===== src/rtl/core/bspm_pkg.sv =====
package bspm_pkg;

   localparam int MAX_SLOTS       = 16;
   localparam int SLOT_BITS       = 4;
   localparam int CNT_BITS        = 5;
   localparam int BYTE_COUNT_BITS = 32;
   localparam int CSR_IDX_BITS    = 2;
   localparam int CSR_DATA_BITS   = 32;

   // register indexes
   localparam logic [CSR_IDX_BITS-1:0] CSR_SLOTS_IN_USE  = 2'd0;
   localparam logic [CSR_IDX_BITS-1:0] CSR_CAPACITY      = 2'd1;
   localparam logic [CSR_IDX_BITS-1:0] CSR_PAGE_LOCKED   = 2'd2;

   // request opcodes
   localparam logic [3:0] OP_ACQ_FILL     = 4'd0;
   localparam logic [3:0] OP_PUBLISH      = 4'd1;
   localparam logic [3:0] OP_ACQ_READY    = 4'd2;
   localparam logic [3:0] OP_MARK_FLIGHT  = 4'd3;
   localparam logic [3:0] OP_CONSUME      = 4'd4;
   localparam logic [3:0] OP_REL_FILL     = 4'd5;
   localparam logic [3:0] OP_REL_READY    = 4'd6;
   localparam logic [3:0] OP_XFER_DONE    = 4'd7;
   localparam logic [3:0] OP_RECLAIM      = 4'd8;

   // result status codes
   localparam logic [2:0] ST_OK         = 3'd0;
   localparam logic [2:0] ST_NONE       = 3'd1;
   localparam logic [2:0] ST_STATE      = 3'd2;
   localparam logic [2:0] ST_CAPACITY   = 3'd3;
   localparam logic [2:0] ST_NOT_LOCKED = 3'd4;
   localparam logic [2:0] ST_BAD_SLOT   = 3'd5;

   typedef enum logic [1:0] {
      PH_FREE     = 2'd0,
      PH_FILLING  = 2'd1,
      PH_READY    = 2'd2,
      PH_INFLIGHT = 2'd3
   } phase_type;

   typedef struct packed {
      logic [3:0]                 opcode;
      logic [SLOT_BITS-1:0]       slot_number;
      logic [BYTE_COUNT_BITS-1:0] byte_count;
   } req_type;

   typedef struct packed {
      logic [2:0]                 status;
      logic [SLOT_BITS-1:0]       granted_slot;
      logic [BYTE_COUNT_BITS-1:0] payload_bytes;
      logic [CNT_BITS-1:0]        reclaimed_count;
   } rsp_type;

endpackage


===== src/rtl/core/buffer_slot_pool_manager_top.sv =====
// Buffer slot pool manager. A request is taken when start is high and busy is
// low; exactly one result follows as a one-cycle rsp_valid pulse that cannot be
// stalled, so the receiver must take it in that cycle. A successful acquire ready
// reads the ready queue, then the payload memory. Reclaim and acquire fill first
// scan the active slots, one slot per cycle, and push returned slots through the
// single write port of the free queue memory; acquire fill then takes the free
// queue head when a slot is free. Busy drops in the cycle the result is shown,
// so the next request can be accepted at the edge that takes the result.
// Configuration writes re-initialise the whole pool and are only allowed while
// busy is low and no result is pending.
module buffer_slot_pool_manager_top (
   input  logic                                    clock,
   input  logic                                    reset,
   input  logic                                    start,
   output logic                                    busy,
   input  bspm_pkg::req_type                       req_data,
   output logic                                    rsp_valid,
   output bspm_pkg::rsp_type                       rsp_data,
   input  logic                                    csr_write_en,
   input  logic [bspm_pkg::CSR_IDX_BITS-1:0]       csr_index,
   input  logic [bspm_pkg::CSR_DATA_BITS-1:0]      csr_write_data
);

   typedef enum logic [6:0] {
      S_IDLE       = 7'b0000001,
      S_DISPATCH   = 7'b0000010,
      S_SCAN       = 7'b0000100,
      S_FREE_RD    = 7'b0001000,
      S_FREE_WAIT  = 7'b0010000,
      S_READY_WAIT = 7'b0100000,
      S_PAY_WAIT   = 7'b1000000
   } state_type;

   localparam int SB = bspm_pkg::SLOT_BITS;
   localparam int CB = bspm_pkg::CNT_BITS;
   localparam int BB = bspm_pkg::BYTE_COUNT_BITS;
   localparam int NS = bspm_pkg::MAX_SLOTS;

   function automatic logic [CB-1:0] active_count(input logic [CB-1:0] slots);
      logic [CB-1:0] n;
      if (slots == '0) begin
         n = CB'(1);
      end else if (slots > CB'(NS)) begin
         n = CB'(NS);
      end else begin
         n = slots;
      end
      return n;
   endfunction

   state_type              state_ff, state_in;
   logic [CB-1:0]          slots_ff, slots_in;
   logic [31:0]            capacity_ff, capacity_in;
   logic                   locked_ff, locked_in;
   bspm_pkg::phase_type    phase_ff [NS];
   bspm_pkg::phase_type    phase_in [NS];
   logic [NS-1:0]          leased_ff, leased_in;
   logic [NS-1:0]          done_ff, done_in;
   logic [NS-1:0]          free_wr_ff, free_wr_in;
   logic [SB-1:0]          free_head_ff, free_head_in;
   logic [CB-1:0]          free_cnt_ff, free_cnt_in;
   logic [SB-1:0]          ready_head_ff, ready_head_in;
   logic [CB-1:0]          ready_cnt_ff, ready_cnt_in;
   logic [3:0]             op_ff, op_in;
   logic [SB-1:0]          slot_ff, slot_in;
   logic [BB-1:0]          bytes_ff, bytes_in;
   logic [SB-1:0]          scan_ff, scan_in;
   logic [CB-1:0]          reclaim_ff, reclaim_in;
   logic                   free_sel_ff, free_sel_in;
   bspm_pkg::rsp_type      resp_ff, resp_in;
   logic                   rsp_valid_ff, rsp_valid_in;

   logic [CB-1:0]          n_active;
   logic [SB-1:0]          free_tail;
   logic [SB-1:0]          ready_tail;
   logic [SB-1:0]          free_pick;
   logic                   needs_slot;
   logic                   bad_slot;

   // memory ports
   logic                   free_we;
   logic [SB-1:0]          free_waddr, free_raddr, free_q;
   logic [SB-1:0]          free_wdata;
   logic                   ready_we;
   logic [SB-1:0]          ready_waddr, ready_raddr, ready_q;
   logic [SB-1:0]          ready_wdata;
   logic                   pay_we;
   logic [SB-1:0]          pay_waddr, pay_raddr;
   logic [BB-1:0]          pay_wdata, pay_q;

   bspm_ram #(.WIDTH(SB), .DEPTH(NS)) u_free_ram (
      .clock   (clock),
      .wr_en   (free_we),
      .wr_addr (free_waddr),
      .wr_data (free_wdata),
      .rd_addr (free_raddr),
      .rd_data (free_q)
   );

   bspm_ram #(.WIDTH(SB), .DEPTH(NS)) u_ready_ram (
      .clock   (clock),
      .wr_en   (ready_we),
      .wr_addr (ready_waddr),
      .wr_data (ready_wdata),
      .rd_addr (ready_raddr),
      .rd_data (ready_q)
   );

   bspm_ram #(.WIDTH(BB), .DEPTH(NS)) u_pay_ram (
      .clock   (clock),
      .wr_en   (pay_we),
      .wr_addr (pay_waddr),
      .wr_data (pay_wdata),
      .rd_addr (pay_raddr),
      .rd_data (pay_q)
   );

   assign n_active   = active_count(slots_ff);
   assign free_tail  = SB'(free_head_ff + free_cnt_ff[SB-1:0]);
   assign ready_tail = SB'(ready_head_ff + ready_cnt_ff[SB-1:0]);
   assign free_pick  = free_sel_ff ? free_q : free_head_ff;
   assign needs_slot = (op_ff != bspm_pkg::OP_ACQ_FILL) && (op_ff != bspm_pkg::OP_ACQ_READY)
                       && (op_ff <= bspm_pkg::OP_XFER_DONE);
   assign bad_slot   = needs_slot && ({1'b0, slot_ff} >= n_active);

   // request sequencer and slot state update
   always_comb begin
      state_in      = state_ff;
      slots_in      = slots_ff;
      capacity_in   = capacity_ff;
      locked_in     = locked_ff;
      phase_in      = phase_ff;
      leased_in     = leased_ff;
      done_in       = done_ff;
      free_wr_in    = free_wr_ff;
      free_head_in  = free_head_ff;
      free_cnt_in   = free_cnt_ff;
      ready_head_in = ready_head_ff;
      ready_cnt_in  = ready_cnt_ff;
      op_in         = op_ff;
      slot_in       = slot_ff;
      bytes_in      = bytes_ff;
      scan_in       = scan_ff;
      reclaim_in    = reclaim_ff;
      free_sel_in   = free_sel_ff;
      resp_in       = resp_ff;
      rsp_valid_in  = 1'b0;
      free_we       = 1'b0;
      free_waddr    = free_tail;
      free_wdata    = slot_ff;
      free_raddr    = free_head_ff;
      ready_we      = 1'b0;
      ready_waddr   = ready_tail;
      ready_wdata   = slot_ff;
      ready_raddr   = ready_head_ff;
      pay_we        = 1'b0;
      pay_waddr     = slot_ff;
      pay_wdata     = bytes_ff;
      pay_raddr     = ready_q;

      case (state_ff)
         S_IDLE: begin
            if (start) begin
               op_in    = req_data.opcode;
               slot_in  = req_data.slot_number;
               bytes_in = req_data.byte_count;
               state_in = S_DISPATCH;
            end
         end

         S_DISPATCH: begin
            resp_in      = '0;
            rsp_valid_in = 1'b1;
            state_in     = S_IDLE;
            if (bad_slot) begin
               resp_in.status = bspm_pkg::ST_BAD_SLOT;
            end else begin
               case (op_ff)
                  bspm_pkg::OP_ACQ_FILL, bspm_pkg::OP_RECLAIM: begin
                     rsp_valid_in = 1'b0;
                     scan_in      = '0;
                     reclaim_in   = '0;
                     state_in     = S_SCAN;
                  end
                  bspm_pkg::OP_PUBLISH: begin
                     if (phase_ff[slot_ff] != bspm_pkg::PH_FILLING || !leased_ff[slot_ff]) begin
                        resp_in.status = bspm_pkg::ST_STATE;
                     end else if (bytes_ff > capacity_ff) begin
                        resp_in.status = bspm_pkg::ST_CAPACITY;
                     end else begin
                        pay_we             = 1'b1;
                        leased_in[slot_ff] = 1'b0;
                        phase_in[slot_ff]  = bspm_pkg::PH_READY;
                        if (ready_cnt_ff < CB'(NS)) begin
                           ready_we     = 1'b1;
                           ready_cnt_in = ready_cnt_ff + CB'(1);
                        end
                     end
                  end
                  bspm_pkg::OP_ACQ_READY: begin
                     if (ready_cnt_ff == '0) begin
                        resp_in.status = bspm_pkg::ST_NONE;
                     end else begin
                        rsp_valid_in = 1'b0;
                        state_in     = S_READY_WAIT;
                     end
                  end
                  bspm_pkg::OP_MARK_FLIGHT: begin
                     if (phase_ff[slot_ff] != bspm_pkg::PH_READY || !leased_ff[slot_ff]) begin
                        resp_in.status = bspm_pkg::ST_STATE;
                     end else if (!locked_ff) begin
                        resp_in.status = bspm_pkg::ST_NOT_LOCKED;
                     end else begin
                        leased_in[slot_ff] = 1'b0;
                        phase_in[slot_ff]  = bspm_pkg::PH_INFLIGHT;
                        done_in[slot_ff]   = 1'b0;
                     end
                  end
                  bspm_pkg::OP_CONSUME: begin
                     if (phase_ff[slot_ff] != bspm_pkg::PH_READY || !leased_ff[slot_ff]) begin
                        resp_in.status = bspm_pkg::ST_STATE;
                     end else begin
                        leased_in[slot_ff] = 1'b0;
                        phase_in[slot_ff]  = bspm_pkg::PH_FREE;
                        if (free_cnt_ff < CB'(NS)) begin
                           free_we               = 1'b1;
                           free_wr_in[free_tail] = 1'b1;
                           free_cnt_in           = free_cnt_ff + CB'(1);
                        end
                     end
                  end
                  bspm_pkg::OP_REL_FILL: begin
                     if (phase_ff[slot_ff] != bspm_pkg::PH_FILLING || !leased_ff[slot_ff]) begin
                        resp_in.status = bspm_pkg::ST_STATE;
                     end else begin
                        leased_in[slot_ff] = 1'b0;
                        phase_in[slot_ff]  = bspm_pkg::PH_FREE;
                        if (free_cnt_ff < CB'(NS)) begin
                           free_we               = 1'b1;
                           free_wr_in[free_tail] = 1'b1;
                           free_cnt_in           = free_cnt_ff + CB'(1);
                        end
                     end
                  end
                  bspm_pkg::OP_REL_READY: begin
                     if (phase_ff[slot_ff] != bspm_pkg::PH_READY || !leased_ff[slot_ff]) begin
                        resp_in.status = bspm_pkg::ST_STATE;
                     end else begin
                        leased_in[slot_ff] = 1'b0;
                        if (ready_cnt_ff < CB'(NS)) begin
                           ready_we     = 1'b1;
                           ready_cnt_in = ready_cnt_ff + CB'(1);
                        end
                     end
                  end
                  bspm_pkg::OP_XFER_DONE: begin
                     if (phase_ff[slot_ff] != bspm_pkg::PH_INFLIGHT) begin
                        resp_in.status = bspm_pkg::ST_STATE;
                     end else begin
                        done_in[slot_ff] = 1'b1;
                     end
                  end
                  default: begin
                     resp_in.status = bspm_pkg::ST_OK;
                  end
               endcase
            end
         end

         // one slot per cycle: return finished in-flight slots to the free queue
         S_SCAN: begin
            if (phase_ff[scan_ff] == bspm_pkg::PH_INFLIGHT && done_ff[scan_ff]) begin
               phase_in[scan_ff] = bspm_pkg::PH_FREE;
               done_in[scan_ff]  = 1'b0;
               reclaim_in        = reclaim_ff + CB'(1);
               if (free_cnt_ff < CB'(NS)) begin
                  free_we               = 1'b1;
                  free_wdata            = scan_ff;
                  free_wr_in[free_tail] = 1'b1;
                  free_cnt_in           = free_cnt_ff + CB'(1);
               end
            end
            if ({1'b0, scan_ff} == n_active - CB'(1)) begin
               if (op_ff == bspm_pkg::OP_ACQ_FILL) begin
                  state_in = S_FREE_RD;
               end else begin
                  resp_in                 = '0;
                  resp_in.reclaimed_count = reclaim_in;
                  rsp_valid_in            = 1'b1;
                  state_in                = S_IDLE;
               end
            end else begin
               scan_in = scan_ff + SB'(1);
            end
         end

         // free queue head read; unwritten positions hold their own index
         S_FREE_RD: begin
            if (free_cnt_ff == '0) begin
               resp_in                 = '0;
               resp_in.status          = bspm_pkg::ST_NONE;
               resp_in.reclaimed_count = reclaim_ff;
               rsp_valid_in            = 1'b1;
               state_in                = S_IDLE;
            end else begin
               free_sel_in = free_wr_ff[free_head_ff];
               state_in    = S_FREE_WAIT;
            end
         end

         S_FREE_WAIT: begin
            phase_in[free_pick]     = bspm_pkg::PH_FILLING;
            leased_in[free_pick]    = 1'b1;
            free_head_in            = free_head_ff + SB'(1);
            free_cnt_in             = free_cnt_ff - CB'(1);
            resp_in                 = '0;
            resp_in.granted_slot    = free_pick;
            resp_in.reclaimed_count = reclaim_ff;
            rsp_valid_in            = 1'b1;
            state_in                = S_IDLE;
         end

         // ready queue head arrived: lease it and fetch its byte count
         S_READY_WAIT: begin
            leased_in[ready_q]   = 1'b1;
            ready_head_in        = ready_head_ff + SB'(1);
            ready_cnt_in         = ready_cnt_ff - CB'(1);
            resp_in              = '0;
            resp_in.granted_slot = ready_q;
            state_in             = S_PAY_WAIT;
         end

         S_PAY_WAIT: begin
            resp_in.payload_bytes = pay_q;
            rsp_valid_in          = 1'b1;
            state_in              = S_IDLE;
         end

         default: begin
            state_in = S_IDLE;
         end
      endcase

      // a write to a defined register re-initialises the pool
      if (csr_write_en && csr_index <= bspm_pkg::CSR_PAGE_LOCKED) begin
         case (csr_index)
            bspm_pkg::CSR_SLOTS_IN_USE: slots_in    = csr_write_data[CB-1:0];
            bspm_pkg::CSR_CAPACITY:     capacity_in = csr_write_data[31:0];
            default:                    locked_in   = csr_write_data[0];
         endcase
         for (int i = 0; i < NS; i++) begin
            phase_in[i] = bspm_pkg::PH_FREE;
         end
         leased_in     = '0;
         done_in       = '0;
         free_wr_in    = '0;
         free_head_in  = '0;
         free_cnt_in   = active_count(slots_in);
         ready_head_in = '0;
         ready_cnt_in  = '0;
         state_in      = S_IDLE;
      end
   end

   // control and slot flag registers
   always_ff @(posedge clock) begin
      if (reset) begin
         state_ff      <= S_IDLE;
         slots_ff      <= CB'(NS);
         capacity_ff   <= 32'd65536;
         locked_ff     <= 1'b1;
         for (int i = 0; i < NS; i++) begin
            phase_ff[i] <= bspm_pkg::PH_FREE;
         end
         leased_ff     <= '0;
         done_ff       <= '0;
         free_wr_ff    <= '0;
         free_head_ff  <= '0;
         free_cnt_ff   <= CB'(NS);
         ready_head_ff <= '0;
         ready_cnt_ff  <= '0;
         rsp_valid_ff  <= 1'b0;
      end else begin
         state_ff      <= state_in;
         slots_ff      <= slots_in;
         capacity_ff   <= capacity_in;
         locked_ff     <= locked_in;
         phase_ff      <= phase_in;
         leased_ff     <= leased_in;
         done_ff       <= done_in;
         free_wr_ff    <= free_wr_in;
         free_head_ff  <= free_head_in;
         free_cnt_ff   <= free_cnt_in;
         ready_head_ff <= ready_head_in;
         ready_cnt_ff  <= ready_cnt_in;
         rsp_valid_ff  <= rsp_valid_in;
      end
   end

   // request and result payload registers
   always_ff @(posedge clock) begin
      op_ff       <= op_in;
      slot_ff     <= slot_in;
      bytes_ff    <= bytes_in;
      scan_ff     <= scan_in;
      reclaim_ff  <= reclaim_in;
      free_sel_ff <= free_sel_in;
      resp_ff     <= resp_in;
   end

   assign busy      = (state_ff != S_IDLE);
   assign rsp_valid = rsp_valid_ff;
   assign rsp_data  = resp_ff;

endmodule


===== src/rtl/core/bspm_ram.sv =====
module bspm_ram #(
   parameter int WIDTH = 8,
   parameter int DEPTH = 16
) (
   input  logic                     clock,
   input  logic                     wr_en,
   input  logic [$clog2(DEPTH)-1:0] wr_addr,
   input  logic [WIDTH-1:0]         wr_data,
   input  logic [$clog2(DEPTH)-1:0] rd_addr,
   output logic [WIDTH-1:0]         rd_data
);

   logic [WIDTH-1:0] mem_ff [DEPTH];
   logic [WIDTH-1:0] rd_data_ff;

   // one write port, registered read port
   always_ff @(posedge clock) begin
      if (wr_en) begin
         mem_ff[wr_addr] <= wr_data;
      end
      rd_data_ff <= mem_ff[rd_addr];
   end

   assign rd_data = rd_data_ff;

endmodule


===== config.mk =====
export PLATFORM = sky130hd
export DESIGN_NAME = buffer_slot_pool_manager_top
export DESIGN_NICKNAME = d
export VERILOG_FILES = /design/src/rtl/core/bspm_pkg.sv /design/src/rtl/core/buffer_slot_pool_manager_top.sv /design/src/rtl/core/bspm_ram.sv
export SDC_FILE = /design/constraint.sdc
export NUM_CORES = 1
export LEC_CHECK = 0
export BUFFER_PORTS_ARGS = -buffer_cell sky130_fd_sc_hd__buf_4
export CAP_MARGIN = 20
export CORE_MARGIN = 1
export CORE_UTILIZATION = 53
export CTS_BUF_LIST = sky130_fd_sc_hd__clkbuf_16
export DETAILED_ROUTE_END_ITERATION = 7
export PLACE_DENSITY = 0.68
export SLEW_MARGIN = 20
export SYNTH_ARGS = -nofsm -noshare
export SYNTH_HDL_FRONTEND = slang
export SYNTH_HIERARCHICAL = 1
export SYNTH_SLANG_ARGS = --single-unit

===== constraint.sdc =====
create_clock -name clock -period 15.85 [get_ports clock]
set_input_delay 1.585 -clock clock [delete_from_list [all_inputs] [get_ports clock]]
set_output_delay 1.585 -clock clock [all_outputs]
set_load 0.05 [all_outputs]

### Yosys cells after proc, flatten, opt, wreduce, memory -nomap -nowiden

Memories as Yosys holds them, arrays and structs flattened. A register that Yosys moved wholly into a read port is not among the register bits.
Index checks and enable logic that the tools add are counted.

| word-level totals | value |
|---|---|
| bits in registers | 238 |
| memory bits (writable) | 640 |
| bits of input ports | 78 |
| output and inout bits | 46 |
| word-level logic and storage cells | 356 |
| memories | 3 |

| cells by class | value |
|---|---|
| add/sub/neg operators | 11 |
| magnitude comparators | 25 |
| equal/unequal tests | 50 |
| multiplexer cells | 150 |
| bitwise operators | 25 |
| reduce and logical (&&, ||, !) cells | 54 |

Memories:

| memory | words | width | read ports | clocked after memory_dff | wr ports | line | text |
|---|---|---|---|---|---|---|---|
| u_pay_ram.mem_ff | 16 | 32 | 1 | 1 | 1 | bspm_ram.sv:13 | `logic [WIDTH-1:0] mem_ff [DEPTH];` |
| u_free_ram.mem_ff | 16 | 4 | 1 | 1 | 1 | bspm_ram.sv:13 |  |
| u_ready_ram.mem_ff | 16 | 4 | 1 | 1 | 1 | bspm_ram.sv:13 |  |

Operators with widths:

| operator | number |
|---|---|
| 16-bit two-way mux | 17 |
| 32-bit two-way mux | 8 |
| 32-bit case mux with 4 select lines | 2 |
| 44-bit two-way mux | 3 |
| 16-bit case mux with 2 select lines | 4 |
| 5-bit two-way mux | 21 |
| 16-bit bitwise OR | 6 |
| 32-bit case mux with 3 select lines | 1 |
| 16-bit AND | 5 |
| 7-bit case mux with 5 select lines | 2 |
| 32-bit AND | 2 |
| 16-bit inverter | 4 |
| 32-bit inverter | 2 |
| 16-bit case mux with 4 select lines | 1 |
| 16-bit case mux with 3 select lines | 1 |
| 5-bit case mux with 2 select lines | 4 |
| 1-bit two-way mux | 36 |
| 3-bit inequality test, second input constant | 11 |
| 32-bit greater-than comparator | 1 |
| 4-bit two-way mux | 8 |
| 32-bit bitwise OR | 1 |
| 4-bit by 5-bit < comparator with 1-bit output, second input constant | 6 |
| 2-bit demux with 4-bit select | 3 |
| 2-bit two-way mux | 12 |
| other kinds (68) | 154 |

### Logic depth before layout (Yosys ltp)

Gate-level depths: netlist of run 1.

| logic depth | value |
|---|---|
| depth after elaboration | 12 |
| mapped depth | 14 |
| depth with buffers taken out | 13 |

### Modules after synthesis

The synthesis of run 1 kept the hierarchy.

By module, submodules not included:

| module | instances | cells each | area each (sq um) | seq. area each (sq um) |
|---|---|---|---|---|
| bspm_ram (u_pay_ram) | 1 | 838 | 19835.3 | 16015.4 |
| buffer_slot_pool_manager_top | 1 | 1469 | 13180.1 | 5705.5 |
| bspm_ram (u_free_ram ...) | 2 | 130 | 2666.3 | 2001.9 |

### Least setup slack after synthesis of run 1

OpenSTA, ideal clock, no wires.

| path | value |
|---|---|
| kind | reg-to-reg |
| start point | reg slot_ff[3] (netlist: pay_waddr[3]) |
| end point | mem u_pay_ram/mem_ff[0][0] (netlist bit) (enable) |
| setup time | 461 ps |
| arrival | 5217 ps |
| slack | 10172 ps |
| stages on the path, launching flop included | 11 |
| buffers on the path | 1 |
| period minus slack after synthesis | 5678 ps |
| cells stage by stage | edfxtp_1 -> buf_2 -> mux4_2 -> mux2_2 -> mux2i_1 -> nand3_1 -> inv_1 -> nand4_1 -> nor2_1 -> or3b_2 -> nor3_1 |

| on the way | value |
|---|---|
| longest elaborated chain between the ends | 12 |
| elaborated cells between the ends (all ways) | 17 |
| those cells by class | 1 x order compare; 1 x eq/ne; 11 x mux; 1 x bitwise; 3 x reduce/logical |

Ends and longest elaborated chain:

| element | line | text |
|---|---|---|
| from (decl) | buffer_slot_pool_manager_top.sv:65 | `logic [SB-1:0] slot_ff, slot_in;` |
| from (signal assigned) | buffer_slot_pool_manager_top.sv:403 | `slot_ff <= slot_in;` |
| 4-bit inverter with 5-bit output (implied by the code) | buffer_slot_pool_manager_top.sv:186 | `if (phase_ff[slot_ff] != bspm_pkg::PH_FILLING \|\| !leased_ff[slot_ff]) begin` |
| 2-bit binary-select mux with 4-bit select | buffer_slot_pool_manager_top.sv:186 |  |
| 2-bit two-way mux (implied by the code) (2 in a row) | buffer_slot_pool_manager_top.sv:186 |  |
| 2-bit by 1-bit inequality test with 1-bit output | buffer_slot_pool_manager_top.sv:186 |  |
| 1-bit logical OR | buffer_slot_pool_manager_top.sv:186 |  |
| 1-bit two-way mux | buffer_slot_pool_manager_top.sv:186 |  |
| 1-bit two-way mux | buffer_slot_pool_manager_top.sv:178 | `case (op_ff)` |
| 1-bit two-way mux * | buffer_slot_pool_manager_top.sv:175 | `if (bad_slot) begin` |
| 1-bit two-way mux * | buffer_slot_pool_manager_top.sv:161 | `case (state_ff)` |
| net pay_we | buffer_slot_pool_manager_top.sv:87 | `logic pay_we;` |
| 1-bit two-way mux * | bspm_ram.sv:18 | `if (wr_en) begin` |
| 1-bit two-way mux (implied by the code) * | bspm_ram.sv:19 | `mem_ff[wr_addr] <= wr_data;` |
| to (decl) | bspm_ram.sv:13 |  |

The timed path passes the listed nets; every way through them passes the cells marked *. The select of a mux whose other input is x is not followed.

### Worst setup path in the final report of run 1

| path | value |
|---|---|
| start point | reg bytes_ff[31] |
| end point | mem u_pay_ram/mem_ff[4][31] (netlist bit) (enable) |

| on the way | value |
|---|---|
| longest elaborated chain between the ends | 8 |

Ends and longest elaborated chain:

| element | line | text |
|---|---|---|
| from (decl) | buffer_slot_pool_manager_top.sv:66 | `logic [BB-1:0] bytes_ff, bytes_in;` |
| from (signal assigned) | buffer_slot_pool_manager_top.sv:404 | `bytes_ff <= bytes_in;` |
| 32-bit greater-than comparator | buffer_slot_pool_manager_top.sv:188 | `end else if (bytes_ff > capacity_ff) begin` |
| 1-bit two-way mux | buffer_slot_pool_manager_top.sv:188 |  |
| 1-bit two-way mux | buffer_slot_pool_manager_top.sv:186 |  |
| 1-bit two-way mux | buffer_slot_pool_manager_top.sv:178 |  |
| 1-bit two-way mux | buffer_slot_pool_manager_top.sv:175 |  |
| 1-bit two-way mux | buffer_slot_pool_manager_top.sv:161 |  |
| net pay_we | buffer_slot_pool_manager_top.sv:87 |  |
| 1-bit two-way mux | bspm_ram.sv:18 |  |
| 1-bit two-way mux (implied by the code) | bspm_ram.sv:19 |  |

The timed path passes the listed nets, and every way through them passes these cells.

==> results of run 1 <==
==> sequential cells by signal, summed over array words and instances (netlist names), 4 cells and up, named ones only <==
name and count:
u_free_ram/mem_ff 64, state_ff 7, u_ready_ram/mem_ff 64, leased_ff 16, slots_ff 5, free_cnt_ff 5
ready_head_ff 4, op_ff 4, ready_cnt_ff 5, reclaim_ff 5, scan_ff 4, capacity_ff 32
pay_waddr 4, u_ready_ram/rd_data 4, bytes_ff 32, u_pay_ram/mem_ff 512, phase_ff 32, u_pay_ram/rd_data 32
u_free_ram/rd_data 4, free_wr_ff 16, free_head_ff 4, rsp_data 44
==> stage by stage <==
step	area, µm²	setup WS [ps]	util [%]	hold WS, ps	std cells
final	43600	10390	61.0	454	3730
after detailed placement	40500	10430	56.7	442	3555
after global routing	43600	10090	61.0	474	3730
after CTS	43600	10380	61.0	455	3729
after global placement	40400	10720	56.6	429	3552
after floorplan	38300	10170	-	420	2567
==> cells in the mapped netlist (7+ instances only) <==
library cell	n	area (µm²)
a211o_1	8	70.1
a21o_1	8	60.1
a21oi_1	118	591
a221oi_1	10	87.6
a22o_1	12	105
a22oi_1	76	571
a311oi_1	16	140
a31oi_1	17	106
a41oi_1	9	78.8
and2_1	42	263
and3_1	21	131
buf_1	15	56.3
buf_2	16	80.1
buf_4	9	67.6
clkbuf_1	99	372
dfxtp_1	184	3680
edfxtp_1	734	22000
ha_1	57	713
inv_1	67	251
mux2i_1	19	190
mux4_1	28	736
mux4_2	151	3400
nand2_1	256	961
nand2b_1	19	119
nand3_1	74	370
nand3b_1	12	90.1
nand4_1	15	93.8
nor2_1	124	465
nor2b_1	22	138
nor3_1	43	215
nor4_1	8	50.1
o211ai_1	16	120
o21ai_0	79	395
o21ai_1	8	40.0
o22ai_1	29	181
o32ai_1	13	114
or3_1	12	75.1
or4_1	7	52.6
xnor2_1	18	158
xor2_1	9	78.8
==> critical path, cell delays in order, from the launching register on <==
cell	delay, ps
edfxtp_1	590
ha_1	430
nand4_1	200
nor4_1	580
nand2_1	260
o22ai_1	660
nand4_1	240
nor2_1	280
nand3b_1	330
nor3_2	930
buf_4	570
==> power by group through the flow <==
| stage | Sequential, W | Combinational [W] | Clock, W |
|---|---|---|---|
| 3_5_place_dp | 0.00270 | 0.000130 | 0 |
| 2_1_floorplan | 0.00270 | 0.0000664 | 0 |
| 4_1_cts | 0.00265 | 0.000131 | 0.00222 |
| 5_1_grt | 0.00265 | 0.000142 | 0.00231 |
| 6_report | 0.00265 | 0.000133 | 0.00219 |
| 3_3_place_gp | 0.00270 | 0.000129 | 0 |
==> area by class of cell <==
| class | count | area (µm²) | share of cell area, % |
|---|---|---|---|
| tap | 950 | 1190 | 2.73 |
| multi-input combinational | 1438 | 11900 | 27.3 |
| clock inverter | 79 | 708 | 1.62 |
| clock buffer | 95 | 2380 | 5.45 |
| timing repair buffer | 181 | 1420 | 3.25 |
| antenna | 1 | 2.50 | 0.00574 |
| sequential | 918 | 25700 | 59.0 |
| inverter | 68 | 255 | 0.585 |
==> worst paths after layout <==
path / startpoint / slack, ps / end / cells past startpoint
worst max register to register: bytes_ff[31] / 10390 / u_pay_ram/mem_ff[4][31] / 10
worst max-delay path: bytes_ff[31] / 10390 / u_pay_ram/mem_ff[4][31] / 10
worst min-delay path: free_wr_ff[9] / 450 / free_wr_ff[9] / 2
worst min register to register: free_wr_ff[9] / 450 / free_wr_ff[9] / 2
==> cells by family after synthesis <==
family | Yosys count | synth area share [%]
AOI/OAI and AO/OA | 466 | 8.02
xor gates and xnor gates | 27 | 0.617
adders and majority gates | 61 | 2.07
buffers and inverters | 211 | 2.33
DFF | 918 | 67.1
muxes | 204 | 11.5
and+or+nand+nor | 680 | 8.43
==> metal layers <==
layer | vias to the layer above | global-route usage [%] | part of all wire, %
met5 | - | 0 | 0.043
met4 | 6 | 8.65 | 3.1
met3 | 215 | 5.02 | 8.4
met2 | 1239 | 43.4 | 49
met1 | 12002 | 36.5 | 40
li1 | 10349 | - | -
==> impl_results.md, run 1 <==
* CTS Hold Bufs at 0
* Gate Count Post-Synth at around 2600
* Status: finished clean
* Maximum root-to-sink buffer count at 3
* Most frequent cells in the layout: edfxtp_1, nand2_1, dfxtp_1
* Area delta synth->final at 13.7%
* Clock root cell: clkbuf_16
* PwrDens at 114 nW/µm²
* Asr flop ratio synth at 0%
* Die ar. at 73400 µm²
* Dpl hpwl at 61300 µm
* Synth Net Count at roughly 2700
* Die H at 271 µm
* Final GP Congestion at about 0.93
* Fillers at 5234
* Share of power burned in the clock network at 44.1%
* Post-synth EDFFs at ~730
* CTS tree: yes
* Worst min-delay path category: reg2reg
* Pin slew with the least headroom to its limit at 1170 ps
* Fin. max-slew vios at 0
* Max FO, Critical Path at 22
* Fin crit period at 5460 ps
* Drt first pass iters at 6
* First-pass GRT wire length at about 150000 µm
* Row Count at 98
* Yosys Warn Count at 6
* Die X at 271 µm
* Final ANT Viol Nets at 0
* H-tree depth at 3
* Vias in the first global route at between 20000 and 25000
* Worst-skew pair later-pin latency at around 660 ps
* Final wirelength at 98000 µm
* Reg power frac at 53.3%
* Postcts setup bufs at 0
* Internal Power at 0.00394 W
* RSZ-0062 raised after global routing: false
* Sw frac at 20.9%
* Port bufs at 123
* WL/cell at 26.3 µm
* Final Power at about 0.005 W
* Core area at about 71000 µm²
* Layout Nets at 2840
* Most used DFF post-synth: edfxtp_1
* FMAX at 183 MHz
* Logic gate share of total power at 2.7%
* Fin crit share at 34.4%
* Global route overflow at 0
* Synthesis-stage register bit count at 918
* MaxCap Viol Count at 0
* Final hold violations at 0
* Avg Inst Size Synth at 14.9 µm²
* Crit path DAT at roughly 5700 ps
* Initial Util at 53.6%
* Post-Syn Area at 38300 µm²
* TritonCTS Buffers at 94
* # clock sinks at 918
* Initial antenna violation count at 4
* Pin count of the biggest net entering global routing at 103
* CP Capture Type: register
* Most common cell after layout, fill and taps aside: edfxtp_1
* Via count at between 20000 and 25000
* Seq/Total Area, Yosys at 67.1%
* Worst vdd rail ir drop at ~0.094 mV
* Max transition margin at 22.2%
* Layout cell share with drive strength beyond 1 at 18.4%
* DRC viols at 0
* Vias per cell at 6.38
* Clk_skew at 30.4 ps
* Top Ports at 124
* Critical path required time at 16130 ps
* GRT Overall Usage at between 20% and 30%
* Unique masters post-synth at 79
* Setup CP Type: reg2reg
* Clk slew on worst S/H paths at approximately 60 ps
* 1st-iter DRT viols at 2711
* Setup TNS at 0 ps
* Leak pwr at between 10 and 15 nW
* Worst setup SP type: register
* Setup violators final at 0
* Net Switching at 0.00104 W
* Post_cts resized at 0
Note: power is estimated with default switching activity, not from simulation.
==> run 2, diff against run 1 <==
--- a/config.mk
+++ b/config.mk
@@ -5,6 +5,7 @@
 export SDC_FILE = /design/constraint.sdc
 export NUM_CORES = 1
 export LEC_CHECK = 0
+export ABC_AREA = 1
 export BUFFER_PORTS_ARGS = -buffer_cell sky130_fd_sc_hd__buf_4
 export CAP_MARGIN = 20
 export CORE_MARGIN = 1
==> constraint.sdc (replaced) <==
create_clock -name clock -period 5.5 [get_ports clock]
set_input_delay 0.55 -clock clock [delete_from_list [all_inputs] [get_ports clock]]
set_output_delay 0.55 -clock clock [all_outputs]
set_load 0.05 [all_outputs]
==> run 2 against run 1 <==
Wire length up 20%. Synthesized cell count up 87%. Clock skew up 19 ps. Setup slack worse by 9500 ps. Clock-buffer cell count up 3. Design area up 11%. Critical endpoint is now u_pay_ram/mem_ff[5][10]. Cell count up 62%. Critical path type unchanged. Clock power rose to 2.9 times the previous value. Hold slack worse by 400 ps. Combinational power rose to 3.9 times the previous value. Non-clock buffer count up 15.
==> impl_results.md, run 2 <==
* Post-synthesis adder-cell area fraction at 1.82% (-0.25 points)
* Unique masters post-synth at 57 (-28%)
* Final hold violations at 0 (unchanged)
* Post-synth top area share at 50.6% (-6.8 points)
* Logic gate share of total power at 3.6% (+0.9 points)
* DRC viols at 0 (unchanged)
* Area leader, netlist: edfxtp_1
* Top Ports at 124 (unchanged)
* GRT Overall Usage at 28.3% (+1.6 points)
* Fin. max-slew vios at 0 (unchanged)
* Footprint of the multi-input gates at 13500 µm² (+13%)
* Post-synth EDFFs at 734 (unchanged)
* Vias per cell at 5.47 (-14%)
* Critical path endpoint: u_pay_ram/mem_ff[5][10]
* Max transition margin at 28.7% (+6.5 points)
* RSZ-0062 raised after global routing: false
* Post-synthesis compound-gate area fraction at 5.56% (-2.5 points)
* Post-synthesis simple-gate area fraction at 22.7% (+14 points)
* Share of power burned in the clock network at 43.4% (-0.7 points)
* Worst-skew pair later-pin latency at 670 ps (about the same)
* Area delta synth->final at 10.9%
* H-tree depth at 3 (unchanged)
* Pin slew with the least headroom to its limit at 1070 ps (-97.6 ps)
* Setup TNS at 0 ps (unchanged)
* Yosys Warn Count at 6 (unchanged)
* Vias in the first global route at 30817 (+32%)
* R2r endpoint: u_pay_ram/mem_ff[5][10]
* Via count at 32964 (+38%)
* Clk_skew at 49.1 ps (+18.7 ps)
* Asr flop ratio synth at 0% (unchanged)
* Maximum root-to-sink buffer count at 3 (unchanged)
* Synthesis-stage register bit count at 918 (unchanged)
* R2R setup slack at 900 ps (-9490 ps)
* Layout cell share with drive strength beyond 1 at 8.09% (-10 points)
* Largest register FFs at 512 (unchanged)
* First-pass GRT wire length at 179000 µm (+22%)
* Layout Nets at 5026 (+77%)
* Most frequent cell after synthesis: nand2_1
* # clock sinks at 918 (unchanged)
* Gate Count Post-Synth at 4811 (+87%)
* Setup CP Type: reg2reg
* WL/cell at 19.5 µm (-26%)
* Fin crit share at 83.6% (+49 points)
* CP Capture Type: register
* TritonCTS Buffers at 96 (+2.1%)
* Setup WS pre-CTS at 1080 ps (-9340 ps)
* Internal Power at 0.0113 W (+190%)
* Largest family of logic cells by synthesized area: simple AND/OR/NAND/NOR gates
* FF-to-FF path depth at 15 (+5)
* Avg Inst Size Synth at 9.05 µm² (-39%)
* Die H at 289 µm (+6.5%)
* Status: finished clean
* Dpl hpwl at 72600 µm (+18%)
* Global route overflow at 0 (unchanged)
* Drt first pass iters at 6 (unchanged)
* Ant. Diodes at 0 (-1)
* Final GP Congestion at 0.956 (+3.4%)
* Top flop regs: u_pay_ram/mem_ff: 512 flops, u_free_ram/mem_ff: 64 flops, u_ready_ram/mem_ff: 64 flops
* Reg2reg start: pay_waddr[0]
* PwrDens at 299 nW/µm² (+160%)
* Synth Net Count at 4950 (+83%)
* Register area at 25700 µm² (about the same)
* Setup violators final at 0 (unchanged)
* Die ar. at 83300 µm² (+13%)
* Post_cts resized at 0 (unchanged)
* Sw frac at 21.8% (+0.89 points)
* Crit path DAT at 4900 ps (-840 ps)
* Area share of xor/xnor cells in the synthesized design at 0.422% (-0.19 points)
* Pin count of the biggest net entering global routing at 118 (+15%)
* Core area at 80900 µm² (+13%)
* Clk slew on worst S/H paths at 60 ps (about the same)
* Post-Syn Area at 43500 µm² (+14%)
* Final ANT Viol Nets at 0 (unchanged)
* Port bufs at 123 (unchanged)
* MaxCap Viol Count at 0 (unchanged)
* Most frequent cells in the layout: nand2_1, inv_1, edfxtp_1
* Row Count at 104 (+6.1%)
* Initial Util at 53.8% (+0.14 points)
* Reg power frac at 53.0% (-0.3 points)
* Setup ws final at 903 ps (-9490 ps)
* Die X at 289 µm (+6.5%)
* Fillers at 6935 (+32%)
* Final wirelength at 118000 µm (+20%)
* Top cells by area, synth: edfxtp_1, nand2_1, dfxtp_1, inv_1, nand3_1
* Commonest cells in the netlist: nand2_1, inv_1, edfxtp_1
* Initial antenna violation count at 3 (-1)
* 1st-iter DRT viols at 3554 (+31%)
* Seq/Total Area, Yosys at 59.1% (-8.0 points)
* Worst vdd rail ir drop at 0.307 mV (+230%)
* Fin crit period at 4600 ps (-861 ps)
* Top reg by flops: u_pay_ram/mem_ff
* Max FO, Critical Path at 29 (+32%)
* Most common cell after layout, fill and taps aside: nand2_1
* Worst setup SP type: register
* Worst setup path startpoint: pay_waddr[0]
* CTS Hold Bufs at 0 (unchanged)
* CTS tree: yes
* Leak pwr at 20.3 nW (+41%)
* Postcts setup bufs at 0 (unchanged)
* Net Switching at 0.00314 W (+200%)
* FMAX at 218 MHz (+19%)
* Most used DFF post-synth: edfxtp_1
* Clock root cell: clkbuf_16
* Critical path required time at 5800 ps (-10330 ps)
* Mux cell area share after synthesis at 0% (-11 points)
* Worst min-delay path category: in2reg
==> run 2: cell types whose count changed after synthesis, moves of 46 or more <==
cell and delta:
o21ai_0 +77, mux4_2 -151, nor2_1 +179, a22oi_1 -75, buf_6 +46, inv_1 +748
nand2_1 +1052, buf_2 +52, nand3_1 +537
==> run 2: layout make-up <==
type	count	area share (%)
Timing Repair Buffer	196	3.23
Multi-Input combinational cell	2846	27.9
Clock inverter	83	1.26
Tap cell	1060	2.75
Sequential cell	918	53.3
Clock buffer	98	5.08
Inverter	829	6.51
==> run 2: cell families (layout without fill, tap and decap cells) <==
group                      after synthesis  in the layout
AOI/OAI and AO/OA                      424            424
xor gates and xnor gates                21             21
adders and majority gates               61             61
buffers and inverters                 1047           1206
DFF                                    918            918
and+or+nand+nor                       2340           2340
==> run 2: through the flow <==
step | util [%] | instances | cell area [µm²] | power (W) | hold slack, ps
finish | 59.6 | 6030 | 48300 | 0.0144 | 57.9
CTS | 59.6 | 6029 | 48300 | 0.0145 | 24.0
global placement | 55.8 | 5848 | 45200 | 0.00829 | 435
detailed placement | 55.8 | 5848 | 45200 | 0.00830 | 439
floorplan | - | 4811 | 43500 | 0.00805 | 426
global route | 59.6 | 6030 | 48300 | 0.0148 | 34.1
==> run 2: worst min-delay path by stage <==
stage / end / cells after the start / slack [ps] / startpoint
5_1_grt: op_ff[1] / 1 / 30 / req_data[37]
3_5_place_dp: free_wr_ff[3] / 2 / 440 / free_wr_ff[3]
6_report: op_ff[1] / 1 / 60 / req_data[37]
2_1_floorplan: free_wr_ff[15] / 2 / 430 / free_wr_ff[15]
4_1_cts: op_ff[1] / 1 / 20 / req_data[37]
3_3_place_gp: free_wr_ff[3] / 2 / 440 / free_wr_ff[3]
==> run 2: routing by layer <==
metal  vias to the layer above  track usage (%)  wire length, µm
met2                      1395             45.1            53800
met5                         -                0               19
met3                       270             5.19            10000
met4                         2             10.9             4650
met1                     15491             38.6            49100
li1                      15806                -                -
==> run 2: critical path, cell delays in order (launching register included) <==
cell and delay [ps]:
edfxtp_1 1050, inv_4 310, nand2_1 170, nand2_1 60, nand2_1 50, nand2_1 60
nand2_1 50, nand2_1 90, nor2_4 150, nand3_4 130, inv_2 90, nand3_1 100
nor3_1 530, nand3b_1 450, nor2_4 510, buf_4 430
==> run 2: power groups by stage <==
stage / Sequential [W] / Clock [W] / Combinational [W]
floorplan: 0.00778 / 0 / 0.000273
global placement: 0.00779 / 0 / 0.000501
detailed placement: 0.00779 / 0 / 0.000506
CTS: 0.00764 / 0.00634 / 0.000508
global route: 0.00765 / 0.00660 / 0.000565
finish: 0.00764 / 0.00626 / 0.000516
